`src/rtl/core/wbmrd_pkg.sv`:
```
// Shared widths and controller/datapath interface types for the best-match row distortion block.
`default_nettype none

package wbmrd_pkg;

  localparam int SAMPLE_BITS = 10;
  localparam int SHIFT_BITS  = 11;
  localparam int WEIGHT_BITS = 8;
  localparam int NUM_CMP     = 3;

  // Shifted test sample and sample difference, both signed.
  localparam int TST_W  = ((SAMPLE_BITS > SHIFT_BITS) ? SAMPLE_BITS : SHIFT_BITS) + 1;
  localparam int DIFF_W = TST_W + 1;
  // A squared difference stays below 2^(2*(SHIFT_BITS)) for these widths.
  localparam int SQ_W   = 2 * SHIFT_BITS;
  localparam int WSQ_W  = SQ_W + WEIGHT_BITS;
  localparam int ERR_W  = 32;
  localparam int ACC_W  = 34;

  localparam int CFG_IDX_W  = 3;
  localparam int CFG_DATA_W = SHIFT_BITS;

  typedef struct packed {
    logic load;
    logic square;
    logic weigh;
    logic compare;
    logic accum;
    logic emit;
  } cmd_t;

  typedef struct packed {
    logic last_cand;
    logic last_pix;
    logic out_free;
  } status_t;

endpackage

`default_nettype wire

```
`src/rtl/core/wbmrd_ctrl.sv`:
```
// Sequencing state machine that steps one pixel word through the datapath.
`default_nettype none

module wbmrd_ctrl (
  input  logic              clk,
  input  logic              rst,
  input  logic              pixel_valid,
  output logic              pixel_stall,
  input  wbmrd_pkg::status_t status,
  output wbmrd_pkg::cmd_t   cmd
);
  import wbmrd_pkg::*;

  typedef enum logic [4:0] {
    ST_IDLE = 5'b00001,
    ST_SQ   = 5'b00010,
    ST_WT   = 5'b00100,
    ST_CMP  = 5'b01000,
    ST_ACC  = 5'b10000
  } state_t;

  state_t state;
  state_t state_next;

  always_ff @(posedge clk) begin
    if (rst) begin
      state <= ST_IDLE;
    end else begin
      state <= state_next;
    end
  end

  always_comb begin
    state_next = state;
    cmd        = '0;
    case (state)
      ST_IDLE: begin
        if (pixel_valid) begin
          cmd.load   = 1'b1;
          state_next = ST_SQ;
        end
      end
      ST_SQ: begin
        cmd.square = 1'b1;
        state_next = ST_WT;
      end
      ST_WT: begin
        cmd.weigh  = 1'b1;
        state_next = ST_CMP;
      end
      ST_CMP: begin
        cmd.compare = 1'b1;
        state_next  = status.last_cand ? ST_ACC : ST_IDLE;
      end
      ST_ACC: begin
        // A row end waits here until the output register can take the sums.
        if (!status.last_pix) begin
          cmd.accum  = 1'b1;
          state_next = ST_IDLE;
        end else if (status.out_free) begin
          cmd.accum  = 1'b1;
          cmd.emit   = 1'b1;
          state_next = ST_IDLE;
        end
      end
      default: begin
        state_next = ST_IDLE;
      end
    endcase
  end

  assign pixel_stall = (state != ST_IDLE);

  a_emit_needs_room: assert property (@(posedge clk) disable iff (rst)
    cmd.emit |-> (cmd.accum && status.out_free))
    else $error("row sums emitted without a free output register");

  a_window_continues: assert property (@(posedge clk) disable iff (rst)
    (state == ST_CMP && !status.last_cand) |=> (state == ST_IDLE))
    else $error("non-final candidate did not return to idle");

  a_row_end_holds: assert property (@(posedge clk) disable iff (rst)
    (state == ST_ACC && status.last_pix && !status.out_free) |=> (state == ST_ACC))
    else $error("row end left the accumulate state while the output was busy");

endmodule

`default_nettype wire

```
`src/rtl/core/wbmrd_datapath.sv`:
```
// Shift, squared-difference scoring, best-match tracking and row accumulation datapath.
`default_nettype none

module wbmrd_datapath (
  input  logic                                 clk,
  input  logic                                 rst,
  input  logic                                 cfg_we,
  input  logic [wbmrd_pkg::CFG_IDX_W-1:0]      cfg_index,
  input  logic [wbmrd_pkg::CFG_DATA_W-1:0]     cfg_data,
  input  logic [wbmrd_pkg::SAMPLE_BITS-1:0]    test_y,
  input  logic [wbmrd_pkg::SAMPLE_BITS-1:0]    test_u,
  input  logic [wbmrd_pkg::SAMPLE_BITS-1:0]    test_v,
  input  logic [wbmrd_pkg::SAMPLE_BITS-1:0]    ref_y,
  input  logic [wbmrd_pkg::SAMPLE_BITS-1:0]    ref_u,
  input  logic [wbmrd_pkg::SAMPLE_BITS-1:0]    ref_v,
  input  logic                                 last_candidate,
  input  logic                                 last_pixel,
  input  logic                                 dist_stall,
  output logic                                 dist_valid,
  output logic [wbmrd_pkg::ACC_W-1:0]          row_dist_y,
  output logic [wbmrd_pkg::ACC_W-1:0]          row_dist_u,
  output logic [wbmrd_pkg::ACC_W-1:0]          row_dist_v,
  input  wbmrd_pkg::cmd_t                      cmd,
  output wbmrd_pkg::status_t                   status
);
  import wbmrd_pkg::*;

  typedef enum logic [CFG_IDX_W-1:0] {
    REG_SHIFT_Y  = 3'd0,
    REG_SHIFT_U  = 3'd1,
    REG_SHIFT_V  = 3'd2,
    REG_WEIGHT_Y = 3'd3,
    REG_WEIGHT_U = 3'd4,
    REG_WEIGHT_V = 3'd5
  } reg_idx_t;

  logic signed [SHIFT_BITS-1:0]  shift  [NUM_CMP];
  logic        [WEIGHT_BITS-1:0] weight [NUM_CMP];

  logic        [SAMPLE_BITS-1:0] test_in [NUM_CMP];
  logic        [SAMPLE_BITS-1:0] ref_in  [NUM_CMP];

  logic signed [TST_W-1:0]       tst      [NUM_CMP];
  logic        [SAMPLE_BITS-1:0] ref_s    [NUM_CMP];
  logic        [SQ_W-1:0]        sq       [NUM_CMP];
  logic        [SQ_W-1:0]        sq_best  [NUM_CMP];
  logic        [WSQ_W-1:0]       wsq      [NUM_CMP];
  logic        [SQ_W-1:0]        sel_sq   [NUM_CMP];
  logic        [SAMPLE_BITS-1:0] best_ref [NUM_CMP];
  logic        [ACC_W-1:0]       acc      [NUM_CMP];
  logic        [ACC_W-1:0]       acc_next [NUM_CMP];
  logic        [ERR_W-1:0]       best_error;
  logic        [ERR_W-1:0]       err;
  logic                          last_cand;
  logic                          last_pix;

  logic signed [DIFF_W-1:0]      diff      [NUM_CMP];
  logic signed [DIFF_W-1:0]      diff_best [NUM_CMP];
  logic signed [2*DIFF_W-1:0]    prod      [NUM_CMP];
  logic signed [2*DIFF_W-1:0]    prod_best [NUM_CMP];
  logic        [ACC_W:0]         acc_sum   [NUM_CMP];

  assign test_in[0] = test_y;
  assign test_in[1] = test_u;
  assign test_in[2] = test_v;
  assign ref_in[0]  = ref_y;
  assign ref_in[1]  = ref_u;
  assign ref_in[2]  = ref_v;

  always_ff @(posedge clk) begin
    if (rst) begin
      shift[0]  <= '0;
      shift[1]  <= '0;
      shift[2]  <= '0;
      weight[0] <= WEIGHT_BITS'(4);
      weight[1] <= WEIGHT_BITS'(1);
      weight[2] <= WEIGHT_BITS'(1);
    end else if (cfg_we) begin
      case (cfg_index)
        REG_SHIFT_Y:  shift[0]  <= $signed(cfg_data);
        REG_SHIFT_U:  shift[1]  <= $signed(cfg_data);
        REG_SHIFT_V:  shift[2]  <= $signed(cfg_data);
        REG_WEIGHT_Y: weight[0] <= cfg_data[WEIGHT_BITS-1:0];
        REG_WEIGHT_U: weight[1] <= cfg_data[WEIGHT_BITS-1:0];
        REG_WEIGHT_V: weight[2] <= cfg_data[WEIGHT_BITS-1:0];
        default: ;
      endcase
    end
  end

  always_comb begin
    for (int c = 0; c < NUM_CMP; c++) begin
      diff[c]      = DIFF_W'(tst[c]) - DIFF_W'($signed({1'b0, ref_s[c]}));
      diff_best[c] = DIFF_W'(tst[c]) - DIFF_W'($signed({1'b0, best_ref[c]}));
      prod[c]      = (2*DIFF_W)'(diff[c]) * (2*DIFF_W)'(diff[c]);
      prod_best[c] = (2*DIFF_W)'(diff_best[c]) * (2*DIFF_W)'(diff_best[c]);
      acc_sum[c]   = {1'b0, acc[c]} + (ACC_W + 1)'(sel_sq[c]);
      acc_next[c]  = acc_sum[c][ACC_W] ? {ACC_W{1'b1}} : acc_sum[c][ACC_W-1:0];
    end
    err = ERR_W'(wsq[0]) + ERR_W'(wsq[1]) + ERR_W'(wsq[2]);
  end

  // Pixel word capture and the two multiply stages carry no reset.
  always_ff @(posedge clk) begin
    if (cmd.load) begin
      for (int c = 0; c < NUM_CMP; c++) begin
        tst[c]   <= TST_W'($signed({1'b0, test_in[c]})) + TST_W'(shift[c]);
        ref_s[c] <= ref_in[c];
      end
      last_cand <= last_candidate;
      last_pix  <= last_pixel;
    end
    if (cmd.square) begin
      for (int c = 0; c < NUM_CMP; c++) begin
        sq[c] <= prod[c][SQ_W-1:0];
      end
    end
    if (cmd.weigh) begin
      for (int c = 0; c < NUM_CMP; c++) begin
        wsq[c]     <= WSQ_W'(weight[c]) * WSQ_W'(sq[c]);
        sq_best[c] <= prod_best[c][SQ_W-1:0];
      end
    end
  end

  always_ff @(posedge clk) begin
    if (rst) begin
      best_error <= '1;
      for (int c = 0; c < NUM_CMP; c++) begin
        best_ref[c] <= '0;
        acc[c]      <= '0;
      end
    end else begin
      if (cmd.compare) begin
        if (err < best_error) begin
          best_error <= err;
          for (int c = 0; c < NUM_CMP; c++) begin
            best_ref[c] <= ref_s[c];
            sel_sq[c]   <= sq[c];
          end
        end else begin
          for (int c = 0; c < NUM_CMP; c++) begin
            sel_sq[c] <= sq_best[c];
          end
        end
      end
      if (cmd.accum) begin
        best_error <= '1;
        for (int c = 0; c < NUM_CMP; c++) begin
          best_ref[c] <= '0;
          acc[c]      <= cmd.emit ? '0 : acc_next[c];
        end
      end
    end
  end

  always_ff @(posedge clk) begin
    if (cmd.emit) begin
      row_dist_y <= acc_next[0];
      row_dist_u <= acc_next[1];
      row_dist_v <= acc_next[2];
    end
  end

  always_ff @(posedge clk) begin
    if (rst) begin
      dist_valid <= 1'b0;
    end else if (cmd.emit) begin
      dist_valid <= 1'b1;
    end else if (!dist_stall) begin
      dist_valid <= 1'b0;
    end
  end

  assign status.last_cand = last_cand;
  assign status.last_pix  = last_pix;
  assign status.out_free  = !dist_valid || !dist_stall;

  a_emit_clears_row: assert property (@(posedge clk) disable iff (rst)
    cmd.emit |=> (dist_valid && acc[0] == '0 && acc[1] == '0 && acc[2] == '0))
    else $error("row end did not present sums and clear the accumulators");

  a_window_restart: assert property (@(posedge clk) disable iff (rst)
    cmd.accum |=> (best_error == {ERR_W{1'b1}}))
    else $error("search was not restarted after the last candidate");

  a_best_never_grows: assert property (@(posedge clk) disable iff (rst)
    cmd.compare |=> (best_error <= $past(best_error)))
    else $error("best score increased within a window");

endmodule

`default_nettype wire

```
`src/rtl/core/window_best_match_row_distortion.sv`:
```
// Top level of the best-match row distortion block: controller plus datapath.
//
//  channel   direction  handshake                 payload
//  pixel     in         pixel_valid / pixel_stall test_y/u/v, ref_y/u/v, last_candidate,
//                                                 last_pixel
//  dist      out        dist_valid / dist_stall   row_dist_y/u/v
//  cfg       in         cfg_we                    cfg_index, cfg_data
//
// A candidate word steps through capture, square, weight and compare; the last
// candidate of a window also passes the accumulate step that updates the row sums.
// The controller stalls the pixel input until a word is through all of these steps.
// Synchronous reset restores the default weights, zero shifts and empty row sums.
// A row end waits in the accumulate step while a previous result still stalls.
`default_nettype none

module window_best_match_row_distortion (
  input  logic                                 clk,
  input  logic                                 rst,
  input  logic                                 cfg_we,
  input  logic [wbmrd_pkg::CFG_IDX_W-1:0]      cfg_index,
  input  logic [wbmrd_pkg::CFG_DATA_W-1:0]     cfg_data,
  input  logic                                 pixel_valid,
  output logic                                 pixel_stall,
  input  logic [wbmrd_pkg::SAMPLE_BITS-1:0]    test_y,
  input  logic [wbmrd_pkg::SAMPLE_BITS-1:0]    test_u,
  input  logic [wbmrd_pkg::SAMPLE_BITS-1:0]    test_v,
  input  logic [wbmrd_pkg::SAMPLE_BITS-1:0]    ref_y,
  input  logic [wbmrd_pkg::SAMPLE_BITS-1:0]    ref_u,
  input  logic [wbmrd_pkg::SAMPLE_BITS-1:0]    ref_v,
  input  logic                                 last_candidate,
  input  logic                                 last_pixel,
  output logic                                 dist_valid,
  input  logic                                 dist_stall,
  output logic [wbmrd_pkg::ACC_W-1:0]          row_dist_y,
  output logic [wbmrd_pkg::ACC_W-1:0]          row_dist_u,
  output logic [wbmrd_pkg::ACC_W-1:0]          row_dist_v
);
  import wbmrd_pkg::*;

  cmd_t    cmd;
  status_t status;

  wbmrd_ctrl u_ctrl (
    .clk         (clk),
    .rst         (rst),
    .pixel_valid (pixel_valid),
    .pixel_stall (pixel_stall),
    .status      (status),
    .cmd         (cmd)
  );

  wbmrd_datapath u_datapath (
    .clk            (clk),
    .rst            (rst),
    .cfg_we         (cfg_we),
    .cfg_index      (cfg_index),
    .cfg_data       (cfg_data),
    .test_y         (test_y),
    .test_u         (test_u),
    .test_v         (test_v),
    .ref_y          (ref_y),
    .ref_u          (ref_u),
    .ref_v          (ref_v),
    .last_candidate (last_candidate),
    .last_pixel     (last_pixel),
    .dist_stall     (dist_stall),
    .dist_valid     (dist_valid),
    .row_dist_y     (row_dist_y),
    .row_dist_u     (row_dist_u),
    .row_dist_v     (row_dist_v),
    .cmd            (cmd),
    .status         (status)
  );

endmodule

`default_nettype wire

```
`config.mk`:
```
export PLATFORM = sky130hd
export DESIGN_NAME = window_best_match_row_distortion
export DESIGN_NICKNAME = d
export VERILOG_FILES = /design/src/rtl/core/wbmrd_pkg.sv /design/src/rtl/core/wbmrd_ctrl.sv /design/src/rtl/core/wbmrd_datapath.sv /design/src/rtl/core/window_best_match_row_distortion.sv
export SDC_FILE = /design/constraint.sdc
export NUM_CORES = 2
export LEC_CHECK = 0
export BUFFER_PORTS_ARGS = -buffer_cell sky130_fd_sc_hd__buf_4
export CAP_MARGIN = 20
export CORE_AREA = 2 2 345 347
export DETAILED_ROUTE_END_ITERATION = 6
export DIE_AREA = 0 0 347 349
export PLACE_DENSITY = 0.82
export SLEW_MARGIN = 30
export SYNTH_ARGS = -nofsm -noshare
export SYNTH_HDL_FRONTEND = slang
export SYNTH_HIERARCHICAL = 1
export SYNTH_SLANG_ARGS = --single-unit
```
`constraint.sdc`:
```
create_clock -name clk -period 11.45 [get_ports clk]
set_input_delay 1.7175 -clock clk [delete_from_list [all_inputs] [get_ports clk]]
set_output_delay 1.7175 -clock clk [all_outputs]
set_load 0.02 [all_outputs]
```
### Word-level counts from Yosys, hierarchy flattened

Memories as Yosys holds them, arrays and structs flattened.
Cells that the tools add are included.

| operators by class | value |
|---|---|
| add/subtract/negate cells | 14 |
| $mul | 9 |
| div/mod/pow operators | 0 |
| magnitude comparators | 1 |
| eq/ne operators | 14 |
| shift operators | 0 |
| mux-type cells | 83 |
| bitwise logic cells | 18 |
| reductions and logical operators | 7 |

Operators with widths:

| operator | number |
|---|---|
| 34-bit two-way mux | 9 |
| 13-bit by 13-bit multiplier with 22-bit output | 6 |
| 34-bit by 22-bit adder with 35-bit output | 3 |
| 8-bit by 22-bit multiplier with 30-bit output | 3 |
| 12-bit by 11-bit subtractor with 13-bit output | 6 |
| 22-bit two-way mux | 3 |
| 10-bit two-way mux | 6 |
| 1-bit two-way mux | 52 |
| 11-bit by 11-bit adder with 12-bit output | 3 |
| 11-bit two-way mux | 3 |
| 32-bit by 30-bit adder with 32-bit output | 1 |
| 32-bit < comparator | 1 |
| 30-bit by 30-bit adder with 31-bit output | 1 |
| 5-bit case mux with 5 select lines | 1 |
| 8-bit two-way mux | 3 |
| 5-bit two-way mux | 4 |
| 1-bit OR | 18 |
| 3-bit by 2-bit == test with 1-bit output (second input constant) | 2 |
| 3-bit == test (second input constant) | 2 |
| 5-bit by 1-bit == test with 1-bit output (second input constant) | 1 |
| 5-bit by 2-bit == test with 1-bit output (second input constant) | 1 |
| 5-bit by 3-bit == test with 1-bit output (second input constant) | 1 |
| 5-bit by 4-bit == test with 1-bit output (second input constant) | 1 |
| 5-bit == test (second input constant) | 1 |
| 11 further kinds | 14 |

| word-level totals | value |
|---|---|
| register bits | 142 |
| bits in latches | 0 |
| memory bits (writable) | 543 |
| bits in read-only memories | 0 |
| bits of input ports | 81 |
| output and inout port bits | 104 |
| word-level logic and storage cells | 164 |
| memories kept | 10 |

Memories:

| name | words | bits a word | read ports | clocked after Yosys merged registers in | write ports | line | text |
|---|---|---|---|---|---|---|---|
| u_datapath.acc | 3 | 34 | 3 | 0 | 3 | wbmrd_datapath.sv:50 | `logic [ACC_W-1:0] acc [NUM_CMP];` |
| u_datapath.wsq | 3 | 30 | 3 | 0 | 3 | wbmrd_datapath.sv:47 | `logic [WSQ_W-1:0] wsq [NUM_CMP];` |
| u_datapath.sel_sq | 3 | 22 | 3 | 0 | 3 | wbmrd_datapath.sv:48 | `logic [SQ_W-1:0] sel_sq [NUM_CMP];` |
| u_datapath.sq | 3 | 22 | 3 | 0 | 3 | wbmrd_datapath.sv:45 | `logic [SQ_W-1:0] sq [NUM_CMP];` |
| u_datapath.sq_best | 3 | 22 | 3 | 0 | 3 | wbmrd_datapath.sv:46 | `logic [SQ_W-1:0] sq_best [NUM_CMP];` |
| u_datapath.tst | 3 | 12 | 3 | 0 | 3 | wbmrd_datapath.sv:43 | `logic signed [TST_W-1:0] tst [NUM_CMP];` |
| +4 memories | -- | -- | -- | -- | -- | -- |  |

### Logic depth before layout (Yosys ltp)

An unclocked memory read counts as a cell.

| logic depth | value |
|---|---|
| word-level depth | 10 |
| mapped depth | 33 |
| depth with buffers taken out | 32 |

### Hierarchy

Netlist, hierarchy kept.

By module, submodules not included:

| module | times used | cells each | area each (sq um) | sequential area each (sq um) |
|---|---|---|---|---|
| wbmrd_datapath | 1 | 7579 | 76839.9 | 19518.7 |
| wbmrd_ctrl | 1 | 34 | 299.0 | 100.1 |

### Worst setup path after synthesis

Ideal clock, no wire load.

| timing path | value |
|---|---|
| kind | input-to-reg |
| from | input port dist_stall |
| to | memory u_datapath.acc[2][32], in the netlist u_datapath/acc[0][100], data pin |
| setup time | 255 ps |
| data arrival time | 8589 ps |
| required time | 11195 ps |
| setup slack | 2606 ps |
| stages on the path | 8 |
| buffers on the path | 2 |
| cells stage by stage | nand2_1 nand2_1 nor4b_2 nor2_1 and2_1 buf_1 clkbuf_1 and2_1 |

RTL lines:

| what | line | text |
|---|---|---|
| start: declaration | window_best_match_row_distortion.sv:33 | `input logic dist_stall,` |
| end: declaration | wbmrd_datapath.sv:50 |  |

==> results_dict.tcl <==
set metrics [dict create \
    status "finished clean" \
    wire_length_of_the_first_global_routing_pass_microns 294500 \
    postSynthRegisterBits 676 \
    port-buffer-count 184 \
    fp.dieH_microns 349 \
    synthFlopType "sky130_fd_sc_hd__edfxtp_1" \
    drt-initial-drc-count 4436 \
    report.final.slew_viol_count 0 \
    grt_max_degree 71 \
    grtUsageMet3_pct 5.147 \
    die-area_sq_um 121100 \
    place_hpwl_microns 143200 \
    postSynth.asyncResetShare_pct 0 \
    coreArea_sq_um 117500 \
    cpMaxStageDelayCell "sky130_fd_sc_hd__xor2_1" \
    cts-hold-fix-buffers 0 \
    final_net_count 9620 \
    vias_per_cell 5.761 \
    drt-wirelength-per-cell_microns 19.36 \
    global_route.usage.met2_pct 50.35 \
    antenna_cells 0 \
    most_frequent_standard_cell_in_the_layout_excluding_fill_and_tap_cells "sky130_fd_sc_hd__inv_1" \
    clk-insertion-delay-late_ps 670 \
    timing.setup.critical_path_class "flop to flop" \
    post_route_cells_drive_above_1_share_pct 6.694 \
    reg2reg_depth 31 \
    cts_inserted_buffers 81 \
    tritoncts "done" \
    met1_usage_pct 41.78 \
    layout_min_cycle_time_ps 8789 \
    synth.yosys.seq_area_share_pct 25.43 \
    crit_fanout 11 \
    synthesis.area_sq_um 77140 \
    postRouteAntennaNets 0 \
    flow.area_growth_from_synthesis_pct 7.414 \
    grt.busiest_layer "met2" \
    post_synth_and_or_nand_nor_area_fraction_pct 11.78 \
    muxShareOfSynthArea_pct 1.922 \
    most-common-layout-cells "sky130_fd_sc_hd__inv_1, sky130_fd_sc_hd__fa_1, sky130_fd_sc_hd__nand2_1" \
    final.setup.tns_ps 0 \
    rrSetupSlack_ps 2660 \
    clkSinkCount 676 \
    largest_family_of_logic_cells_by_synthesized_area "adder cells" \
    synth_warnings 6 \
    initial_core_utilization_pct 65.68 \
    final-setup-viol-count 0 \
    num-fill-cells 8210 \
    fin_worst_hold_slack_ps 469.6 \
    clk_pin_slew_ps 60 \
    finalHoldViolCount 0 \
    worst_hold_path_type "flop to flop" \
    dieWidth_microns 347 \
    number_of_global_route_vias_before_repair 57100 \
    ios 185 \
    post-route-period-util_pct 76.76 \
    htree_levels 3 \
    grt-ovfl-total 0 \
    largest_stage_delay_worst_path_ps 810 \
    critPathArrivalTime_ps 9200 \
    layout.cells.non_filler 9319 \
    post_synthesis_average_cell_area_sq_um 10.13 \
    hold_depth 2 \
    grt_setup_unrepaired "false" \
    finalWirelength_microns 180400 \
    synth_compound_area_share_pct 7.953 \
    synthesis.instances 7613 \
    synth_adder_area_share_pct 40.24 \
    synth_enable_flop_cells 608 \
    detailedRoute.firstPassIterationCount 6 \
    skew_ps 36.14 \
    ys_types 84 \
    timing.critical_path.required_ps 11860 \
    tightestPinTransition_ps 1038 \
    ctsLongestPathBuffers 3 \
    clock_root_buffer "sky130_fd_sc_hd__clkbuf_16" \
    endpoint_kind "flop" \
    vias_after_detailed_routing 53690 \
    antenna_found_initial 18 \
    grtUsageTotal_pct 30.64 \
    globalplace.congestion 0.9488 \
    cts.repair_timing.setup_buffer_count 0 \
    max_cap_violations 0 \
    core.rowCount 126 \
    post_cts_sizing 0 \
    timing.critical_path.from_type "flop" \
    dpl.cell_count 9169 \
    fmax_ghz 0.1138 \
    drc_errors 0 \
    timing.slew.headroom_pct 30.58 \
    yosys.area_share.xor_xnor_pct 4.451 \
]
## worst max-delay path: cells and delay by family, from the launching register on
family	cells	cell delay, ps
fa+ha+maj	9	3830
compound gates	9	1890
xor+xnor	2	950
simple gates	5	850
buf+inv	6	680
flops	1	320
## sequential cells by signal, indices dropped and copies added (netlist names), 5 cells and up
register and flops:
u_datapath/sel_sq 63, u_datapath/sq_best 63, u_datapath/acc 102, u_datapath/best_error 32, u_datapath/row_dist_u 34, u_datapath/row_dist_y 34
u_datapath/row_dist_v 34, u_datapath/wsq 90, u_datapath/weight 24, u_ctrl/state 5, u_datapath/tst 36, u_datapath/shift 33
u_datapath/sq 63, u_datapath/ref_s 30, u_datapath/best_ref 30
## layer usage
layer | vias to the layer above | routed length, microns
met4 | 10 | 5683
met3 | 341 | 15100
met1 | 26580 | 73770
li1 | 24560 | -
met5 | - | 80
met2 | 2197 | 85810
## stage by stage
| step | setup WS, ps | instance area [sq um] | utilization (%) |
|---|---|---|---|
| floorplan | 2606 | 77170 | - |
| global placement | 3301 | 79990 | 68.10 |
| detailed placement | 2924 | 80050 | 68.16 |
| CTS | 2838 | 82810 | 70.51 |
| global route | 2179 | 82860 | 70.55 |
| finish | 2661 | 82860 | 70.55 |
## layout make-up
class	count	area, sq um	area share [%]
clock buffer	88	2053	2.478
inverter	1473	5534	6.679
multi-input combinational	5266	51360	61.98
tap	1536	1922	2.319
sequential	676	19620	23.68
clock inverter	61	705.7	0.8517
timing repair buffer	219	1668	2.013
## worst paths after layout
path,start,to
setup / recovery,u_datapath/tst[0][24],u_datapath/sq_best[0][65]
hold / removal,u_datapath/best_error[30],u_datapath/best_error[30]
setup reg to reg,u_datapath/tst[0][24],u_datapath/sq_best[0][65]
hold reg to reg,u_datapath/best_error[30],u_datapath/best_error[30]
## cell usage after synthesis (17+ instances only)
cell type                  count  area share, %
sky130_fd_sc_hd__a211oi_1     31           0.30
sky130_fd_sc_hd__a21boi_0     24           0.23
sky130_fd_sc_hd__nor2b_1      46           0.37
sky130_fd_sc_hd__mux2_2       73            1.1
sky130_fd_sc_hd__o21a_1       54           0.53
sky130_fd_sc_hd__nand3_1      67           0.43
sky130_fd_sc_hd__a21oi_1     321            2.1
sky130_fd_sc_hd__a21o_1      123            1.2
sky130_fd_sc_hd__inv_1      1439            7.0
sky130_fd_sc_hd__o31ai_1      17           0.17
sky130_fd_sc_hd__fa_1       1098             28
sky130_fd_sc_hd__clkinv_1     32           0.16
sky130_fd_sc_hd__nand4_1      17           0.14
sky130_fd_sc_hd__and2_1      349            2.8
sky130_fd_sc_hd__o21bai_1     56           0.54
sky130_fd_sc_hd__or3_1        37           0.30
sky130_fd_sc_hd__nand2_1     760            3.7
sky130_fd_sc_hd__nand2b_1     64           0.52
sky130_fd_sc_hd__a31oi_1      26           0.21
sky130_fd_sc_hd__o211ai_1     28           0.27
sky130_fd_sc_hd__edfxtp_1    608             24
sky130_fd_sc_hd__xnor2_1     276            3.1
sky130_fd_sc_hd__nor3_1       56           0.36
sky130_fd_sc_hd__xor2_1      116            1.3
sky130_fd_sc_hd__mux2i_1      66           0.86
sky130_fd_sc_hd__ha_1        724             12
sky130_fd_sc_hd__clkbuf_1    183           0.89
sky130_fd_sc_hd__dfxtp_1      68            1.8
sky130_fd_sc_hd__nor2_1      431            2.1
sky130_fd_sc_hd__or2_2        48           0.39
sky130_fd_sc_hd__o21ai_0     169            1.1
sky130_fd_sc_hd__and3_1       25           0.20
## logic make-up after synthesis
family	after synthesis
xor gates and xnor gates	392
other	2
muxes	139
AOI/OAI and AO/OA	963
and+or+nand+nor	1941
adders and majority gates	1822
buffers and inverters	1678
DFF	676
Power is not shown: default switching activity piles up to over one toggle a cycle in this logic, so the estimate is an artifact.
